==> config.mk <==
export PLATFORM = sky130hd
export DESIGN_NAME = packet_deframer_unit
export DESIGN_NICKNAME = d
export VERILOG_FILES = /design/src/rtl/pdf_pkg.sv /design/src/rtl/packet_deframer_unit.sv
export SDC_FILE = /design/constraint.sdc
export NUM_CORES = 1
export LEC_CHECK = 0
export BUFFER_PORTS_ARGS = -buffer_cell sky130_fd_sc_hd__clkbuf_2
export CAP_MARGIN = 20
export CORE_ASPECT_RATIO = 1.25
export CORE_MARGIN = 3
export CORE_UTILIZATION = 35
export CTS_CLUSTER_SIZE = 16
export DETAILED_ROUTE_END_ITERATION = 12
export PLACE_DENSITY_LB_ADDON = 0.25
export SYNTH_ARGS = -nofsm -noshare
export SYNTH_HDL_FRONTEND = slang
export SYNTH_SLANG_ARGS = --single-unit
==> constraint.sdc <==
create_clock -name clk -period 4.6 [get_ports clk]
set_input_delay 1.38 -clock clk [delete_from_list [all_inputs] [get_ports clk]]
set_output_delay 1.38 -clock clk [all_outputs]
set_load 0.02 [all_outputs]
==> src/rtl/pdf_pkg.sv <==
// Package with the codes and constants of the packet deframer.
package pdf_pkg;

    localparam logic [7:0] START_BYTE        = 8'hD5;
    localparam logic [7:0] END_BYTE          = 8'hEB;
    localparam logic [7:0] MAX_PAYLOAD_RESET = 8'd255;

    typedef enum logic [1:0] {
        KIND_DATA = 2'd0,
        KIND_GOOD = 2'd1,
        KIND_BAD  = 2'd2
    } kind_t;

endpackage

==> src/rtl/packet_deframer_unit.sv <==
// Top level of the packet deframer: header capture, payload delivery and end-mark check.
//
//  Channel  Signals                       Direction  Payload
//  in       in_valid / in_ready           into       rx_byte
//  out      out_valid / out_ready         out of     kind, frame_opcode, frame_unit,
//                                                    data_byte, data_index, frame_length
//  cfg      cfg_valid / cfg_ready         into       cfg_data (max_payload)
//
// One received byte is taken per cycle unless the input is held off; its result, if any,
// appears in the output register in the cycle after the request is accepted.
// The input is held off only while a result sits in the output register and the
// consumer is not taking it in the same cycle.
// Reset returns the parser to hunting for the start byte and sets max_payload to 255.
// Configuration writes are always accepted.
module packet_deframer_unit
    import pdf_pkg::*;
(
    input  logic       clk,
    input  logic       rst_n,
    input  logic       in_valid,
    output logic       in_ready,
    input  logic [7:0] rx_byte,
    output logic       out_valid,
    input  logic       out_ready,
    output logic [1:0] kind,
    output logic [7:0] frame_opcode,
    output logic [7:0] frame_unit,
    output logic [7:0] data_byte,
    output logic [7:0] data_index,
    output logic [7:0] frame_length,
    input  logic       cfg_valid,
    output logic       cfg_ready,
    input  logic [7:0] cfg_data
);

    // Parser phases. Codes six and seven are never entered but behave as hunting.
    typedef enum logic [2:0] {
        PH_HUNT    = 3'd0,
        PH_OPCODE  = 3'd1,
        PH_UNIT    = 3'd2,
        PH_LENGTH  = 3'd3,
        PH_PAYLOAD = 3'd4,
        PH_END     = 3'd5
    } phase_t;

    phase_t     phase_reg, phase_next;
    logic [7:0] max_payload_reg;
    logic [7:0] held_opcode_reg, held_opcode_next;
    logic [7:0] held_unit_reg, held_unit_next;
    logic [7:0] declared_length_reg, declared_length_next;
    logic [7:0] payload_count_reg, payload_count_next;

    logic       out_valid_reg;
    kind_t      kind_reg;
    logic [7:0] frame_opcode_reg, frame_unit_reg, data_byte_reg;
    logic [7:0] data_index_reg, frame_length_reg;

    logic       in_fire;
    logic       emit;
    kind_t      res_kind;
    logic [7:0] res_data;
    logic [7:0] res_index;
    logic [7:0] reported_length;
    logic [8:0] count_inc;

    // A new byte may enter whenever the output register is empty or is being emptied.
    assign in_ready  = !out_valid_reg || out_ready;
    assign in_fire   = in_valid && in_ready;
    assign cfg_ready = 1'b1;

    // The reported length is truncated to max_payload unless that is zero.
    assign reported_length = ((max_payload_reg != 8'd0) && (declared_length_reg > max_payload_reg))
                           ? max_payload_reg : declared_length_reg;
    assign count_inc = {1'b0, payload_count_reg} + 9'd1;

    always_comb
    begin
        phase_next           = phase_reg;
        held_opcode_next     = held_opcode_reg;
        held_unit_next       = held_unit_reg;
        declared_length_next = declared_length_reg;
        payload_count_next   = payload_count_reg;
        emit                 = 1'b0;
        res_kind             = KIND_DATA;
        res_data             = 8'd0;
        res_index            = 8'd0;
        if (in_fire)
        begin
            unique case (phase_reg)
                PH_OPCODE:
                begin
                    held_opcode_next = rx_byte;
                    phase_next       = PH_UNIT;
                end
                PH_UNIT:
                begin
                    held_unit_next = rx_byte;
                    phase_next     = PH_LENGTH;
                end
                PH_LENGTH:
                begin
                    declared_length_next = rx_byte;
                    payload_count_next   = 8'd0;
                    // An empty payload goes straight to the end mark.
                    phase_next = (rx_byte == 8'd0) ? PH_END : PH_PAYLOAD;
                end
                PH_PAYLOAD:
                begin
                    // Bytes beyond max_payload are drained without a result.
                    if (payload_count_reg < max_payload_reg)
                    begin
                        emit      = 1'b1;
                        res_kind  = KIND_DATA;
                        res_data  = rx_byte;
                        res_index = payload_count_reg;
                    end
                    payload_count_next = count_inc[7:0];
                    if (count_inc >= {1'b0, declared_length_reg})
                    begin
                        phase_next = PH_END;
                    end
                end
                PH_END:
                begin
                    // The byte is consumed whatever it holds, even a start byte.
                    emit       = 1'b1;
                    res_kind   = (rx_byte == END_BYTE) ? KIND_GOOD : KIND_BAD;
                    phase_next = PH_HUNT;
                end
                default:
                begin
                    phase_next = (rx_byte == START_BYTE) ? PH_OPCODE : PH_HUNT;
                end
            endcase
        end
    end

    always_ff @(posedge clk or negedge rst_n)
    begin
        if (!rst_n)
        begin
            phase_reg           <= PH_HUNT;
            max_payload_reg     <= MAX_PAYLOAD_RESET;
            held_opcode_reg     <= 8'd0;
            held_unit_reg       <= 8'd0;
            declared_length_reg <= 8'd0;
            payload_count_reg   <= 8'd0;
            out_valid_reg       <= 1'b0;
        end
        else
        begin
            phase_reg           <= phase_next;
            held_opcode_reg     <= held_opcode_next;
            held_unit_reg       <= held_unit_next;
            declared_length_reg <= declared_length_next;
            payload_count_reg   <= payload_count_next;
            if (cfg_valid && cfg_ready)
            begin
                max_payload_reg <= cfg_data;
            end
            if (in_fire && emit)
            begin
                out_valid_reg <= 1'b1;
            end
            else if (out_ready)
            begin
                out_valid_reg <= 1'b0;
            end
        end
    end

    // Result payload needs no reset; it is qualified by out_valid.
    always_ff @(posedge clk)
    begin
        if (in_fire && emit)
        begin
            kind_reg         <= res_kind;
            frame_opcode_reg <= held_opcode_reg;
            frame_unit_reg   <= held_unit_reg;
            data_byte_reg    <= res_data;
            data_index_reg   <= res_index;
            frame_length_reg <= reported_length;
        end
    end

    assign out_valid    = out_valid_reg;
    assign kind         = kind_reg;
    assign frame_opcode = frame_opcode_reg;
    assign frame_unit   = frame_unit_reg;
    assign data_byte    = data_byte_reg;
    assign data_index   = data_index_reg;
    assign frame_length = frame_length_reg;

endmodule

==> flow_summary_export.csv, run 1 <==
group,metric,value,unit
finish,final_common_cell,"clkbuf_2",
floorplanning,fp-row-count,43,
grt,first_global_vias,2708,
timing,setup_tns,0,ps
power,swShare,0.296,
power,clkPwrFrac,0.307,
synth,synth_area_leaders,"edfxtp_1 (31%), dfrtp_1 (22%), ha_1 (7.7%), dfstp_2 (5.2%), mux2_1 (4.2%)",
critical_path,crit_type,"in2out",
floorplanning,die_y,126,um
status,status,"finished, final reports clean",
synth,synth_area_leader_cell,"edfxtp_1",
finish,final_cell_mix,"clkbuf_2 (64), edfxtp_1 (42), dfrtp_1 (36)",
detailed_routing,ant_nets,0,
min_path,min_to,"frame_opcode[7]$_DFFE_PP_",
grt,grt_usage,0.140,
min_path,hp-start,"held_opcode_reg[7]$_DFFE_PN0P_",
placed_design,place_congestion,0.831,
detailed_routing,drtPass1Iterations,4,
grt,grt_max_degree,33,
synth,syn_inst,318,
min_path,min_path_type,"reg2reg",
synth,seq_area_frac_synth,0.588,
placed_design,dp_hpwl,6.30,mm
detailed_routing,first_iter_violations,99,
power,combPwrFrac,0.240,
floorplanning,die-area,0.0129,sq mm
power,power_density,499,mW/mm^2
critical_path,reg2reg_depth,8,
clock_tree,cts_tree,"built",
clock_tree,post_cts_buffers,0,
finish,regArea,0.00237,sq mm
clock_tree,cts_made_buffers,9,
placed_design,port_buffers,64,
detailed_routing,wl,8.42,mm
critical_path,r2r-end,"frame_length[2]$_DFFE_PP_",
power,internal_power,1700,uW
floorplanning,die_w,102,um
critical_path,cp.arrival,1860,ps
grt,antenna_found_initial,0,
timing,worst_hold_slack,440,ps
timing,period_needed,3240,ps
timing,skew,5.45,ps
synth,synth_cell_types,48,
floorplanning,io_pins,66,
clock_tree,root_buffer,"clkbuf_16",
timing,worst_pin_slew,633,ps
timing,setup_ws,1360,ps
power,pwr-share-seq,0.453,
grt,grt_pass1_wl,13.6,mm
floorplanning,initial_core_util,0.361,
detailed_routing,drc,0,
critical_path,cp_max_fo,6,
detailed_routing,via_count,2678,
power,p_leak,0.00209,uW
critical_path,start_kind,"input pin",
finish,nets,432,
clock_tree,hold_buffers,0,
detailed_routing,via_per_inst,5.09,
critical_path,cp.required,3220,ps
placed_design,pre_cts_ws,1280,ps
synth,synth_seq_cells,86,
synth,yosys_warnings,0,
power,p_switching,713,uW
finish,finalNonFillerCells,526,
clock_tree,cts_resized,0,
synth,synth_top_area_share,0.312,
detailed_routing,wl_per_cell,16.0,um
timing,min_period_over_period,0.704,
critical_path,worstReg2RegStart,"max_payload_reg[6]$_DFFE_PN1P_",
grt,grt_overflow,0,
finish,area_delta_synth_final,19.6,%
timing,slew_headroom,0.577,
power,total_power,2410,uW
timing,setup_viol,0,
synth,syn_area,0.00404,sq mm
power,ir_worst_vdd,159,uV
floorplanning,coreArea,0.0112,sq mm
clock_tree,clock-sinks,86,
clock_tree,clk_pin_slew_worst_paths,60,ps
clock_tree,ctsHtreeMaxLevel,3,
timing,max_freq,309,MHz
finish,multi_input_area,0.00155,sq mm
timing,hold_viol_final,0,
job,maxCapViolations,0,
finish,drive_above_1_share,0.274,
timing,rsz0062_at_grt,"no",
timing,slew_violations,0,
finish,diodes,0,
min_path,hold_path_depth,0,
critical_path,cp-end-kind,"output pin",
synth,avgSynthCellArea,12.7,sq um
critical_path,rrSetupSlack,1720,ps
clock_tree,clockBufferDepth,2,
clock_tree,clock_latency,340,ps
finish,fillers,1058,
synth,syn-num-nets,364,
placed_design,dp_cells,510,
-- power groups by stage --
stage	Clock [uW]	Combinational, uW	Sequential, uW
floorplan	0	454	1060
global placement	0	559	1100
detailed placement	0	581	1100
CTS	763	584	1090
global route	796	650	1110
finish	740	577	1090
-- routing by layer --
| metal | track usage | vias up | wire (um) |
|---|---|---|---|
| met2 | 0.235 | 68 | 4220 |
| li1 | - | 1289 | - |
| met5 | 0 | - | 0 |
| met1 | 0.165 | 1308 | 3570 |
| met4 | 0.0710 | 0 | 227 |
| met3 | 0.0327 | 13 | 398 |
-- synthesized netlist by cell type (all sizes together) --
master	n
nand3	9
o21ba	1
xnor2	4
nor4	2
and4	1
buf	3
nand4b	1
nor3	6
o22ai	2
o21a	1
dfrtp	36
o211ai	4
a22oi	1
xor2	2
a211oi	4
o2111ai	1
o31ai	2
and2	19
inv	21
edfxtp	42
nand2b	5
or3b	1
conb	1
dfstp	8
nor2b	4
clkbuf	6
mux2	28
nor2	7
a21oi	3
nand4	6
a211o	1
mux2i	7
a21o	4
and3	5
o21ai	19
and2b	1
nand2	20
clkinv	1
or3	2
a31oi	2
ha	25
-- worst max-delay path: stages --
cell      delay (ps)
clkbuf_2          70
nand2b_1         200
clkbuf_2         210
-- worst max-delay path by stage --
stage	startpoint	end	slack [ps]
detailed placement	out_ready	frame_opcode[3]$_DFFE_PP_	1280
global route	out_ready	in_ready	1320
finish	out_ready	in_ready	1360
floorplan	out_ready	data_byte[0]$_SDFFCE_PN0P_	950
CTS	out_ready	in_ready	1360
global placement	out_ready	frame_length[0]$_DFFE_PP_	1360
-- stage by stage --
| stage | util | area, sq um |
|---|---|---|
| finish | 0.431 | 4830 |
| global route | 0.431 | 4830 |
| CTS | 0.431 | 4830 |
| detailed placement | 0.404 | 4520 |
| global placement | 0.402 | 4500 |
| floorplan | - | 4040 |
-- logic make-up (layout without fill, tap and decap cells) --
| logic type | after synthesis | after routing | share of synthesized area |
|---|---|---|---|
| buffers and inverters | 31 | 104 | 0.0319 |
| xor gates and xnor gates | 6 | 6 | 0.0130 |
| AOI/OAI and AO/OA | 45 | 45 | 0.0747 |
| DFF | 86 | 86 | 0.588 |
| adders and majority gates | 25 | 25 | 0.0775 |
| and+or+nand+nor | 89 | 89 | 0.119 |
| muxes | 35 | 35 | 0.0955 |
| other | 1 | 1 | 0.000929 |
-- cell type report --
class / count / share of cell area
sequential: 86 / 0.491
clock inverter: 6 / 0.0143
multi-input combinational: 201 / 0.321
clock buffer: 10 / 0.0495
tap: 135 / 0.0350
inverter: 22 / 0.0171
timing repair buffer: 66 / 0.0720
Power figures use the tool's default switching activity.
==> run 2, diff against run 1 <==
==> constraint.sdc (replaced) <==
create_clock -name clk -period 2.9 [get_ports clk]
set_input_delay 0.87 -clock clk [delete_from_list [all_inputs] [get_ports clk]]
set_output_delay 0.87 -clock clk [all_outputs]
set_load 0.02 [all_outputs]
==> run 2 against run 1 <==
  * Critical path depth rose by 7
  * Count of clock-buffer cells in the layout did not move
  * Highest routed layer unchanged
  * Design area rose by 0.54%
  * Clock skew rose by 1.9 ps
  * Die area did not move
  * Largest power group unchanged
  * Hold slack got worse by 63 ps
==> flow_summary_export.csv, run 2 (synthesized netlist as in run 1, its figures left out) <==
group,metric,value,unit
status,status,"finished, final reports clean",
timing,setup_tns,0,ps
detailed_routing,wl,8.36,mm
floorplanning,die_w,102,um
placed_design,dp_hpwl,6.29,mm
job,maxCapViolations,0,
floorplanning,io_pins,66,
clock_tree,clock_latency,340,ps
timing,period_needed,2700,ps
detailed_routing,first_iter_violations,100,
detailed_routing,drtPass1Iterations,4,
critical_path,cp_max_fo,8,
critical_path,cp.arrival,2920,ps
finish,diodes,0,
clock_tree,post_cts_buffers,0,
critical_path,crit_type,"reg2reg",
critical_path,crit_top_cell,"and3_1",
clock_tree,ctsHtreeMaxLevel,3,
detailed_routing,via_per_inst,5.05,
timing,slew_violations,0,
grt,antenna_found_initial,0,
floorplanning,coreArea,0.0112,sq mm
critical_path,cp_num_cells,10,
timing,min_period_over_period,0.931,
critical_path,cp_num_buf_inv,1,
detailed_routing,drc,0,
placed_design,port_buffers,64,
placed_design,pre_cts_ws,224,ps
floorplanning,die-area,0.0129,sq mm
detailed_routing,wl_per_cell,15.8,um
clock_tree,cts_resized,0,
timing,hold_viol_final,0,
critical_path,crit_chain,"and3_1, and3_1, and3_1, xnor2_1, inv_1, ha_1, and3_1, o2111ai_1, a31oi_1, mux2_1",
timing,rsz0062_at_grt,"no",
critical_path,worstReg2RegStart,"payload_count_reg[2]$_DFFE_PN0P_",
grt,first_global_vias,2742,
critical_path,startpoint,"payload_count_reg[2]$_DFFE_PN0P_",
power,p_leak,0.00210,uW
power,power_density,775,mW/mm^2
finish,final_cell_mix,"clkbuf_2 (64), edfxtp_1 (42), dfrtp_1 (36)",
critical_path,cp-end-kind,"flop",
clock_tree,root_buffer,"clkbuf_16",
timing,setup_viol,0,
power,ir_worst_vdd,294,uV
detailed_routing,ant_nets,0,
clock_tree,cts_made_buffers,9,
critical_path,start_kind,"flop",
timing,max_freq,370,MHz
clock_tree,clk_pin_slew_worst_paths,70,ps
finish,nets,437,
critical_path,slowest_stage,"dfrtp_1",
finish,drive_above_1_share,0.283,
detailed_routing,via_count,2681,
floorplanning,fp-row-count,43,
critical_path,cp.required,3120,ps
grt,grt_overflow,0,
finish,area_delta_synth_final,20.3,%
timing,setup_ws,200,ps
placed_design,place_congestion,0.871,
critical_path,critical_path.max_stage_delay,460,ps
grt,grt_pass1_wl,14.0,mm
min_path,min_path_type,"in2async",
critical_path,critPathTopFamily,"simple AND/OR/NAND/NOR gates",
clock_tree,clockBufferDepth,2,
timing,skew,7.35,ps
floorplanning,initial_core_util,0.361,
clock_tree,clock-sinks,86,
finish,final_common_cell,"clkbuf_2",
clock_tree,hold_buffers,0,
clock_tree,cts_tree,"built",
grt,grt_usage,0.141,
grt,grt_max_degree,38,
critical_path,reg2reg_depth,10,
floorplanning,die_y,126,um
run 2: cell count changes in the layout (fill, tap and decap cells not counted):
cell,previous run,this run
clkinv_4,1,0
clkinvlp_4,1,3
buf_4,1,5
buf_12,1,2
bufinv_16,1,0
run 2: final cells by class:
| cell class | instances | area (sq um) |
|---|---|---|
| clock buffer | 10 | 239 |
| clock inverter | 6 | 45.0 |
| fill | 1054 | 6340 |
| inverter | 22 | 82.6 |
| multi-input combinational | 201 | 1550 |
| sequential | 86 | 2370 |
| tap | 135 | 169 |
| timing repair buffer | 71 | 398 |
run 2: path summary, 6_finish.rpt:
check	to	slack [ps]
max	phase_reg[0]$_DFFE_PN0P_	200
min	held_opcode_reg[5]$_DFFE_PN0P_	380
max reg2reg	phase_reg[0]$_DFFE_PN0P_	200
min reg2reg	frame_opcode[7]$_DFFE_PP_	440
max in group asynchronous	max_payload_reg[6]$_DFFE_PN1P_	1990
min in group clk	frame_opcode[7]$_DFFE_PP_	440
run 2: stage by stage:
stage / instance area, sq um / utilization / total power (uW) / cells / hold slack [ps]
floorplan: 4050 / - / 2410 / 318 / 419
CTS: 4850 / 0.434 / 3800 / 531 / 379
global route: 4850 / 0.434 / 4020 / 531 / 390
detailed placement: 4570 / 0.408 / 2710 / 515 / 434
global placement: 4570 / 0.408 / 2680 / 515 / 427
finish: 4850 / 0.434 / 3760 / 531 / 378
run 2: layer usage:
layer	wire [um]	part of all wire	GRT usage
met5	0	0	0
met4	180	0.022	0.0556
met3	332	0.040	0.0332
met2	4170	0.50	0.232
met1	3680	0.44	0.178
run 2: report_power, final:
part / total, uW / internal (uW) / switching, uW / leakage [uW]
Combinational: 946 / 457 / 489 / 0.00107
Sequential: 1730 / 1560 / 172 / 0.000899
Clock: 1080 / 608 / 476 / 0.000132
